## src/rtl/ihrc_pkg.sv

```systemverilog
// ihrc_pkg: shared types, constants and reset values for the hex record checker
// used by ihrc_line_parser, ihrc_out_queue and intel_hex_record_checker
`default_nettype none

package ihrc_pkg;

  // page size of the address map and line length limit
  localparam int PAGE_SHIFT     = 10;
  localparam int MAX_LINE_BYTES = 256;

  // bytes allowed after the four header bytes
  localparam logic [7:0] BODY_LIMIT = 8'(MAX_LINE_BYTES - 4);

  // header length in characters, colon included
  localparam logic [3:0] HEAD_LEN = 4'd9;

  // line phases
  localparam logic [1:0] PH_IDLE = 2'd0;
  localparam logic [1:0] PH_HEAD = 2'd1;
  localparam logic [1:0] PH_BODY = 2'd2;
  localparam logic [1:0] PH_TAIL = 2'd3;

  // error codes
  localparam logic [2:0] ERR_NONE     = 3'd0;
  localparam logic [2:0] ERR_HEADER   = 3'd1;
  localparam logic [2:0] ERR_DIGIT    = 3'd2;
  localparam logic [2:0] ERR_CHECKSUM = 3'd3;
  localparam logic [2:0] ERR_GAP      = 3'd4;
  localparam logic [2:0] ERR_FILE_BAD = 3'd5;
  localparam logic [2:0] ERR_TOO_LONG = 3'd6;

  // characters of interest
  localparam logic [7:0] CH_LF    = 8'h0A;
  localparam logic [7:0] CH_COLON = 8'h3A;
  localparam logic [7:0] CH_ZERO  = 8'h30;
  localparam logic [7:0] CH_ONE   = 8'h31;
  localparam logic [7:0] CH_FIVE  = 8'h35;

  typedef struct packed {
    logic [1:0]  phase;
    logic [3:0]  head_pos;
    logic [3:0]  nibble_hold;
    logic        digit_odd;
    logic [7:0]  byte_sum;
    logic [7:0]  bytes_in_line;
    logic [15:0] header_address;
    logic [2:0]  header_type;
    logic [2:0]  line_error;
  } line_state_t;

  typedef struct packed {
    logic        file_good;
    logic        seen_data;
    logic [16:0] expected_next;
    logic [15:0] lowest_address;
    logic [15:0] highest_address;
    logic [63:0] page_map;
  } file_state_t;

  typedef struct packed {
    logic        line_ok;
    logic [2:0]  error_code;
    logic [15:0] record_address;
    logic [2:0]  record_type;
    logic [7:0]  data_bytes;
    logic        file_valid;
    logic [15:0] first_address;
    logic [15:0] last_address;
    logic [63:0] pages_used;
  } result_t;

  localparam line_state_t LINE_CLEAR = '{
    phase:          PH_IDLE,
    head_pos:       4'd0,
    nibble_hold:    4'd0,
    digit_odd:      1'b0,
    byte_sum:       8'd0,
    bytes_in_line:  8'd0,
    header_address: 16'd0,
    header_type:    3'd0,
    line_error:     ERR_NONE
  };

  localparam file_state_t FILE_CLEAR = '{
    file_good:       1'b1,
    seen_data:       1'b0,
    expected_next:   17'd0,
    lowest_address:  16'hFFFF,
    highest_address: 16'd0,
    page_map:        64'd0
  };

endpackage

`default_nettype wire

```

## src/rtl/ihrc_line_parser.sv

```systemverilog
// ihrc_line_parser: per-character line checking and per-file tracking state
// depends on ihrc_pkg
`default_nettype none

module ihrc_line_parser (
  input  wire                   clk,
  input  wire                   rst,
  input  wire                   accept,
  input  wire  [7:0]            char_code,
  input  wire                   file_start,
  input  wire                   file_end,
  output ihrc_pkg::result_t     result,
  output logic                  result_push
);

  ihrc_pkg::line_state_t lstate, lstate_next;
  ihrc_pkg::file_state_t fstate, fstate_next;

  logic       is_space;
  logic [4:0] hex_up;
  logic [4:0] hex_any;
  logic [3:0] head_pos_sel;
  logic       head_good;
  logic       take;
  logic       in_body;
  logic       byte_done;
  logic       do_end;
  logic [2:0] code;
  logic [7:0] data;
  logic [5:0] page_idx;

  // hex decode: {valid, digit}
  function automatic logic [4:0] hex_decode(input logic [7:0] c, input logic lower_ok);
    logic [4:0] r;
    r = 5'd0;
    if (c inside {[8'h30:8'h39]}) begin
      r = {1'b1, 4'(c - 8'h30)};
    end else if (c inside {[8'h41:8'h46]}) begin
      r = {1'b1, 4'(c - 8'h37)};
    end else if (lower_ok && (c inside {[8'h61:8'h66]})) begin
      r = {1'b1, 4'(c - 8'h57)};
    end
    return r;
  endfunction

  assign is_space = (char_code inside {8'h20, 8'h09, 8'h0D, 8'h0B, 8'h0C});
  assign hex_up   = hex_decode(char_code, 1'b0);
  assign hex_any  = hex_decode(char_code, 1'b1);
  assign do_end   = (char_code == ihrc_pkg::CH_LF) || file_end;

  // header position after an optional file clear, which restarts at zero
  assign head_pos_sel = file_start ? 4'd0 : lstate.head_pos;

  // header position check
  always_comb begin
    case (head_pos_sel)
      4'd0:    head_good = (char_code == ihrc_pkg::CH_COLON);
      4'd1:    head_good = (char_code == ihrc_pkg::CH_ZERO) || (char_code == ihrc_pkg::CH_ONE);
      4'd7:    head_good = (char_code == ihrc_pkg::CH_ZERO);
      4'd8:    head_good = (char_code inside {[ihrc_pkg::CH_ZERO:ihrc_pkg::CH_FIVE]});
      default: head_good = hex_up[4];
    endcase
  end

  // next state and result for one word
  always_comb begin
    lstate_next = file_start ? ihrc_pkg::LINE_CLEAR : lstate;
    fstate_next = file_start ? ihrc_pkg::FILE_CLEAR : fstate;
    take        = 1'b0;
    in_body     = 1'b0;
    byte_done   = 1'b0;
    code        = ihrc_pkg::ERR_NONE;
    data        = 8'd0;
    page_idx    = 6'd0;
    result      = '0;
    result_push = 1'b0;

    // character within a line
    if (char_code != ihrc_pkg::CH_LF) begin
      if (!(lstate_next.phase == ihrc_pkg::PH_IDLE && is_space)) begin
        if (lstate_next.phase == ihrc_pkg::PH_IDLE) begin
          lstate_next.phase = ihrc_pkg::PH_HEAD;
        end
        if (lstate_next.line_error == ihrc_pkg::ERR_NONE) begin
          if (is_space) begin
            lstate_next.phase = ihrc_pkg::PH_TAIL;
          end else if (lstate_next.phase == ihrc_pkg::PH_TAIL) begin
            lstate_next.line_error = (lstate_next.head_pos < ihrc_pkg::HEAD_LEN) ?
                                     ihrc_pkg::ERR_HEADER : ihrc_pkg::ERR_DIGIT;
          end else if (lstate_next.phase == ihrc_pkg::PH_HEAD) begin
            if (!head_good) begin
              lstate_next.line_error = ihrc_pkg::ERR_HEADER;
            end else begin
              take = (lstate_next.head_pos != 4'd0);
              if (lstate_next.head_pos >= 4'd3 && lstate_next.head_pos <= 4'd6) begin
                lstate_next.header_address = {lstate_next.header_address[11:0], hex_up[3:0]};
              end
              if (lstate_next.head_pos == 4'd8) begin
                lstate_next.header_type = hex_up[2:0];
              end
              lstate_next.head_pos = 4'(lstate_next.head_pos + 4'd1);
              if (lstate_next.head_pos >= ihrc_pkg::HEAD_LEN) begin
                lstate_next.phase = ihrc_pkg::PH_BODY;
              end
            end
          end else begin
            if (!hex_any[4]) begin
              lstate_next.line_error = ihrc_pkg::ERR_DIGIT;
            end else begin
              take    = 1'b1;
              in_body = 1'b1;
            end
          end
        end
      end
    end

    // byte assembly
    if (take) begin
      if (!lstate_next.digit_odd) begin
        lstate_next.nibble_hold = in_body ? hex_any[3:0] : hex_up[3:0];
        lstate_next.digit_odd   = 1'b1;
      end else begin
        lstate_next.byte_sum  = lstate_next.byte_sum +
                                {lstate_next.nibble_hold, (in_body ? hex_any[3:0] : hex_up[3:0])};
        lstate_next.digit_odd = 1'b0;
        byte_done             = 1'b1;
      end
    end

    // body byte count and length limit
    if (in_body && byte_done) begin
      if (lstate_next.bytes_in_line >= ihrc_pkg::BODY_LIMIT) begin
        lstate_next.line_error = ihrc_pkg::ERR_TOO_LONG;
      end else begin
        lstate_next.bytes_in_line = lstate_next.bytes_in_line + 8'd1;
      end
    end

    // line end: final checks, file tracking, result
    if (do_end && lstate_next.phase != ihrc_pkg::PH_IDLE) begin
      data = (lstate_next.bytes_in_line != 8'd0) ? lstate_next.bytes_in_line - 8'd1 : 8'd0;
      code = lstate_next.line_error;
      if (code == ihrc_pkg::ERR_NONE) begin
        if (lstate_next.head_pos < ihrc_pkg::HEAD_LEN) begin
          code = ihrc_pkg::ERR_HEADER;
        end else if (lstate_next.digit_odd) begin
          code = ihrc_pkg::ERR_DIGIT;
        end else if (lstate_next.bytes_in_line == 8'd0) begin
          code = ihrc_pkg::ERR_HEADER;
        end else if (lstate_next.byte_sum != 8'd0) begin
          code = ihrc_pkg::ERR_CHECKSUM;
        end else if (lstate_next.header_type == 3'd0 && fstate_next.seen_data &&
                     {1'b0, lstate_next.header_address} != fstate_next.expected_next) begin
          code = ihrc_pkg::ERR_GAP;
        end
      end
      if (!fstate_next.file_good) begin
        code = ihrc_pkg::ERR_FILE_BAD;
      end
      page_idx = 6'((lstate_next.header_address >> ihrc_pkg::PAGE_SHIFT) & 16'd63);
      if (code != ihrc_pkg::ERR_NONE) begin
        fstate_next.file_good = 1'b0;
      end else if (lstate_next.header_type == 3'd0) begin
        fstate_next.seen_data     = 1'b1;
        fstate_next.expected_next = {1'b0, lstate_next.header_address} + {9'd0, data};
        if (lstate_next.header_address < fstate_next.lowest_address) begin
          fstate_next.lowest_address = lstate_next.header_address;
        end
        if (lstate_next.header_address > fstate_next.highest_address) begin
          fstate_next.highest_address = lstate_next.header_address;
        end
        fstate_next.page_map = fstate_next.page_map | (64'd1 << page_idx);
      end
      result.line_ok        = (code == ihrc_pkg::ERR_NONE);
      result.error_code     = code;
      result.record_address = lstate_next.header_address;
      result.record_type    = lstate_next.header_type;
      result.data_bytes     = data;
      result.file_valid     = fstate_next.file_good;
      result.first_address  = fstate_next.lowest_address;
      result.last_address   = fstate_next.highest_address;
      result.pages_used     = fstate_next.page_map;
      result_push           = accept;
      lstate_next           = ihrc_pkg::LINE_CLEAR;
    end
  end

  // state registers
  always_ff @(posedge clk) begin
    if (rst) begin
      lstate <= ihrc_pkg::LINE_CLEAR;
      fstate <= ihrc_pkg::FILE_CLEAR;
    end else if (accept) begin
      lstate <= lstate_next;
      fstate <= fstate_next;
    end
  end

endmodule

`default_nettype wire

```

## config.mk

```make
export PLATFORM = sky130hd
export DESIGN_NAME = ihrc_line_parser
export DESIGN_NICKNAME = d
export VERILOG_FILES = /design/src/rtl/ihrc_pkg.sv /design/src/rtl/ihrc_line_parser.sv
export SDC_FILE = /design/constraint.sdc
export NUM_CORES = 1
export LEC_CHECK = 0
export BUFFER_PORTS_ARGS = -buffer_cell sky130_fd_sc_hd__buf_2
export CORE_UTILIZATION = 60
export DETAILED_ROUTE_END_ITERATION = 12
export MAX_ROUTING_LAYER = met4
export PLACE_DENSITY = 0.82
export REMOVE_ABC_BUFFERS = 1
export SLEW_MARGIN = 20
export SYNTH_ARGS = -nofsm -noshare
export SYNTH_HDL_FRONTEND = slang
export SYNTH_SLANG_ARGS = --single-unit
```

## constraint.sdc

```tcl
create_clock -name clk -period 8.2 [get_ports clk]
set_input_delay 0 -clock clk [delete_from_list [all_inputs] [get_ports clk]]
set_output_delay 0 -clock clk [all_outputs]
set_load 0.03 [all_outputs]
```

==> results.cfg, run 1 <==
[outcome]
status = completed

[cells_and_area]
fin_nets = 1816
fillers = 1702
syn2layout_area_growth_pct = 11.5
drive_above_1_share = 0.147
diodes = 0
stdcell_area_sq_mm = 0.0134
regArea_sq_mm = 0.00328
multi_input_area_sq_mm = 0.00808
fin_cells = 2023

[critical_path]
critical_path_class = reg -> out
crit_path_max_fanout = 41
startpoint_type = flip-flop
critPathCaptureType = primary output
cp.required_ps = 8200
worstPathArrival_ps = 7560
ff2ff_setup_slack_ps = 710

[timing]
relSlewSlack = 0.312
setup_slack_ps = 638
hold_viol_final = 0
maxSlewViolCount = 0
setup_tns_ps = 0
fin_skew_ps = 19.4
maxClockFrequency_ghz = 0.132
worst_slew_pin_slew_ps = 1020
post-route-period-util = 0.922
rsz0062_at_grt = no
setup_viol = 0
min_period_ps = 7560

[place]
io_buffers = 141
hpwl_microns = 27500
placed_cell_area_sq_mm = 0.0128
routabilityCongestion = 1.02
dp.cells = 1990
place_ws_ps = 652

[cts]
clkSinkCount = 164
h-tree-depth = 4
cts_max_path_buffers = 2
cts_hold_buf = 0
clk_pin_slew_ps = 80
clock_latency_ps = 450
root_buffer = clkbuf_16
cts_tree = yes
cts_buffers = 17

[grt]
gr-usage-all-layers = 0.394
grt_pass1_wl_microns = 62100
grt_max_degree = 70
grt-ovfl-total = 0
antenna_found_initial = 0
grt_pass1_vias = 11819

[routing]
route.detailed.drc = 0
first_iter_violations = 1509
postRouteAntennaNets = 0
wirelength_microns = 39700
drtPass1Iterations = 7
wire_per_inst_microns = 19.6
vias = 13210
vias_per_cell = 6.53

[yosys]
ys_warn_count = 0
synthDistinctLibCells = 97
synth_edf_count = 0
syn_area_sq_mm = 0.0120
yosysSeqAreaShare = 0.273
ys.flop_type = dfxtp_1
synth_seq_cells = 164
synth_top_area_frac = 0.273
yosysMostFrequentCell = nand2_1
async_reset_ff_frac = 0
synth_top_cells_by_count = nand2_1, nor2_1, dfxtp_1
synth_cells = 1681
yosys.area.top_type = dfxtp_1
yosys-top-cells-area = dfxtp_1, nand2_1, ha_1, nor2_1, o31ai_1
avgSynthCellArea_sq_um = 7.16

[pwr]
power_frac_clock = 0.470
power_uw = 1780
power_frac_comb = 0.081
ir_drop_mv = 0.148
internal_power_uw = 1270
swShare = 0.289
p_per_area_mw_per_mm2 = 132
p_switching_uw = 514
total_leakage_power_uw = 0.00550
seqPwrFrac = 0.449

[floorplan]
io_pins = 142
fp.dieH_microns = 144
start_util = 0.615
dieArea_sq_mm = 0.0206
fp.dieW_microns = 144
core_area_sq_mm = 0.0196
rows = 51

[job]
drv_cap = 0

[worst_hold_path]
hold_path_class = in -> reg
==> per-layer routing <==
layer | vias to the layer above | GRT usage | wire (microns)
met2 | 839 | 0.599 | 17600
li1 | 6142 | - | -
met5 | - | - | 0
met3 | 125 | 0.0730 | 4460
met4 | 0 | 0.156 | 1220
met1 | 6104 | 0.515 | 16500
==> placed cells by master, fill, tap and decap left out, types with 16 or more instances in the layout <==
master,n
nand2_1,284
nor2_1,174
dfxtp_1,164
buf_2,139
a21oi_1,96
o21ai_0,94
o31ai_1,68
nand3_1,64
inv_1,57
ha_1,56
nor3_1,54
nor2b_1,34
nor4_1,29
buf_4,25
xnor2_1,22
mux2i_1,22
a22oi_1,20
o21ai_1,20
a311oi_1,19
clkbuf_16,17
a211oi_1,16
==> kinds of logic after synthesis <==
group / Yosys count / synth area share
DFF: 164 / 0.273
adders and majority gates: 59 / 0.0624
xor gates and xnor gates: 28 / 0.0204
and+or+nand+nor: 751 / 0.292
buffers and inverters: 182 / 0.0612
AOI/OAI and AO/OA: 453 / 0.253
muxes: 44 / 0.0392
==> state kept, by name, indices dropped and copies added (netlist names) <==
signal / count
fstate: 115
lstate: 49
==> area by class of cell <==
| type | instances | share of cell area |
|---|---|---|
| clock buffers | 17 | 0.0317 |
| clock inverters | 15 | 0.0133 |
| inverters | 62 | 0.0173 |
| multi-input cells | 1335 | 0.602 |
| flip-flops and latches | 164 | 0.245 |
| well taps | 265 | 0.0247 |
| repair buffers | 165 | 0.0668 |
==> per-stage QoR <==
step	utilization	hold WS (ps)
detailed placement	0.654	439
global placement	0.654	433
finish	0.685	13.8
global route	0.685	25.9
CTS	0.684	16.9
floorplan	-	64.6
==> repair_timing <==
item                       CTS  global route
gates resized for setup      0             1
setup endpoints to repair    0             2
setup buffers                0             0
==> power groups by stage <==
stage	combinational (uW)	sequential [uW]	clock, uW
3_3_place_gp	138	816	0
6_report	145	798	837
5_1_grt	152	798	868
4_1_cts	140	798	834
3_5_place_dp	139	817	0
2_1_floorplan	73.7	816	0
==> critical path, stage by stage (launching register included) <==
cell and delay [ps]:
dfxtp_1 350, nor3_1 220, nor2_1 190, a211oi_2 620, and3_1 380, nor3_1 100
nor2_1 250, ha_1 250, inv_1 70, fa_1 410, nor2b_1 130, o21ai_0 110
a21boi_0 280, mux2_2 380, nor3_1 200, a31oi_1 100, mux2_4 330, or2_1 270
a221o_1 570, a211oi_4 510, nand2_2 540, buf_4 420, o21ai_1 190, buf_2 220
==> worst paths after layout <==
kind               from          end  cells after the start
max           lstate[1]   result[51]                     23
min                 rst   lstate[45]                      2
max reg2reg  lstate[43]  fstate[111]                     31
min reg2reg  fstate[40]   fstate[40]                      2
(Power assumes the default switching activity.)
==> run 2: changes to the inputs <==
--- a/config.mk
+++ b/config.mk
@@ -5,11 +5,11 @@
 export SDC_FILE = /design/constraint.sdc
 export NUM_CORES = 1
 export LEC_CHECK = 0
-export BUFFER_PORTS_ARGS = -buffer_cell sky130_fd_sc_hd__buf_2
+export BUFFER_PORTS_ARGS = -buffer_cell sky130_fd_sc_hd__clkbuf_2
 export CORE_UTILIZATION = 60
 export DETAILED_ROUTE_END_ITERATION = 12
 export MAX_ROUTING_LAYER = met4
-export PLACE_DENSITY = 0.82
+export PLACE_DENSITY_LB_ADDON = 0.15
 export REMOVE_ABC_BUFFERS = 1
 export SLEW_MARGIN = 20
 export SYNTH_ARGS = -nofsm -noshare
==> results.cfg, run 2 (synthesized netlist as in run 1, its figures left out) <==
[outcome]
status = completed

[worst_hold_path]
hold_path_class = in -> reg
hold_start = file_end

[cells_and_area]
regMostFlops = fstate
syn2layout_area_growth_pct = 11.9
drive_above_1_share = 0.149
diodes = 0
final_common_cell = nand2_1
largest_reg_flops = 115
top_regs = fstate: 115 flops, lstate: 49 flops
fin_nets = 1821
final_cell_mix = nand2_1, nor2_1, dfxtp_1
fin_cells = 2028

[cts]
clock_latency_ps = 450
post-cts-setup-buffers = 0
cts_resized = 0
clkSinkCount = 164
cts_buffers = 17
root_buffer = clkbuf_16
clk_pin_slew_ps = 80
h-tree-depth = 4
cts_hold_buf = 0
cts_tree = yes
cts_max_path_buffers = 2

[timing]
hold_viol_final = 0
setup_viol = 0
rsz0062_at_grt = no
post-route-period-util = 0.925
maxClockFrequency_ghz = 0.132
min_period_ps = 7590
worst_slew_pin_slew_ps = 983
relSlewSlack = 0.342
maxSlewViolCount = 0
setup_slack_ps = 613
fin_skew_ps = 17.4

[critical_path]
worstPathArrival_ps = 7590
critPathCaptureType = primary output
critical_path_class = reg -> out
startpoint_type = flip-flop
reg2reg_from = lstate[0]
crit_path_max_fanout = 50
cp.required_ps = 8200
timing.critical_path.from = lstate[0]

[routing]
postRouteAntennaNets = 0
drtPass1Iterations = 5
wirelength_microns = 39900
route.detailed.drc = 0
first_iter_violations = 1578
vias = 13088
wire_per_inst_microns = 19.7
vias_per_cell = 6.45

[grt]
grt_pass1_vias = 11319
grt-ovfl-total = 0
gr-usage-all-layers = 0.393
grt_pass1_wl_microns = 61400
antenna_found_initial = 0
grt_max_degree = 74

[pwr]
ir_drop_mv = 0.144
swShare = 0.304
internal_power_uw = 1250
power_frac_clock = 0.474
seqPwrFrac = 0.445
p_per_area_mw_per_mm2 = 133
power_frac_comb = 0.081
p_switching_uw = 545
total_leakage_power_uw = 0.00542

[floorplan]
core_area_sq_mm = 0.0196
rows = 51
fp.dieW_microns = 144
fp.dieH_microns = 144
dieArea_sq_mm = 0.0206
start_util = 0.615
io_pins = 142

[place]
routabilityCongestion = 1.02
hpwl_microns = 28000
place_ws_ps = 952
io_buffers = 141
dp.cells = 1996

[job]
drv_cap = 0
[run 2: power by group through the flow]
stage	logic (uW)	clock network, uW	registers, uW
after floorplan	73.7	0	816
after global placement	140	0	816
after detailed placement	140	0	816
after CTS	141	847	798
after global routing	153	881	798
final	145	850	798
[run 2: layout make-up]
cell class	instances	area, sq um
timing repair buffer	170	928
multi-input combinational	1335	8070
sequential	164	3280
inverter	62	233
clock inverter	15	196
tap	265	332
clock buffer	17	425
fill	1730	6120
[run 2: per-layer routing]
layer,track usage,vias to the layer above,part of all wire
li1,-,6159,-
met3,0.0633,109,0.099
met5,-,-,0
met1,0.517,6099,0.43
met2,0.602,721,0.44
met4,0.151,0,0.031
[run 2: path summary, 6_finish.rpt]
kind	endpoint	cells after the start	slack [ps]
worst max-delay path	result[55]	23	610
worst min register to register	fstate[23]	2	450
worst max register to register	fstate[111]	29	740
worst min-delay path	lstate[24]	4	50
[run 2: metrics by stage]
step	TNS (ps)	utilization	power, uW	cell area, sq um	hold WS, ps
3_3_place_gp	0	0.656	956	12800	433
5_1_grt	0	0.688	1830	13500	77.3
4_1_cts	0	0.688	1790	13500	43.0
2_1_floorplan	-191640	-	890	11500	64.6
3_5_place_dp	0	0.656	957	12800	439
6_report	0	0.688	1790	13500	51.4
[run 2: worst max-delay path, cell delays in order, from the launching register on]
cell and delay (ps):
dfxtp_1 330, nor3_1 490, nor2_1 290, a211oi_2 620
and3_1 380, nor3_1 110, nor2_1 180, ha_1 220
inv_1 60, fa_1 400, nor2b_1 110, o21ai_0 110
a21boi_0 280, mux2_2 380, nor3_1 180, a31oi_1 100
mux2_4 310, or2_1 270, a221o_1 570, a211oi_4 320
nand2_2 580, buf_4 410, o21ai_1 160, clkbuf_2 230
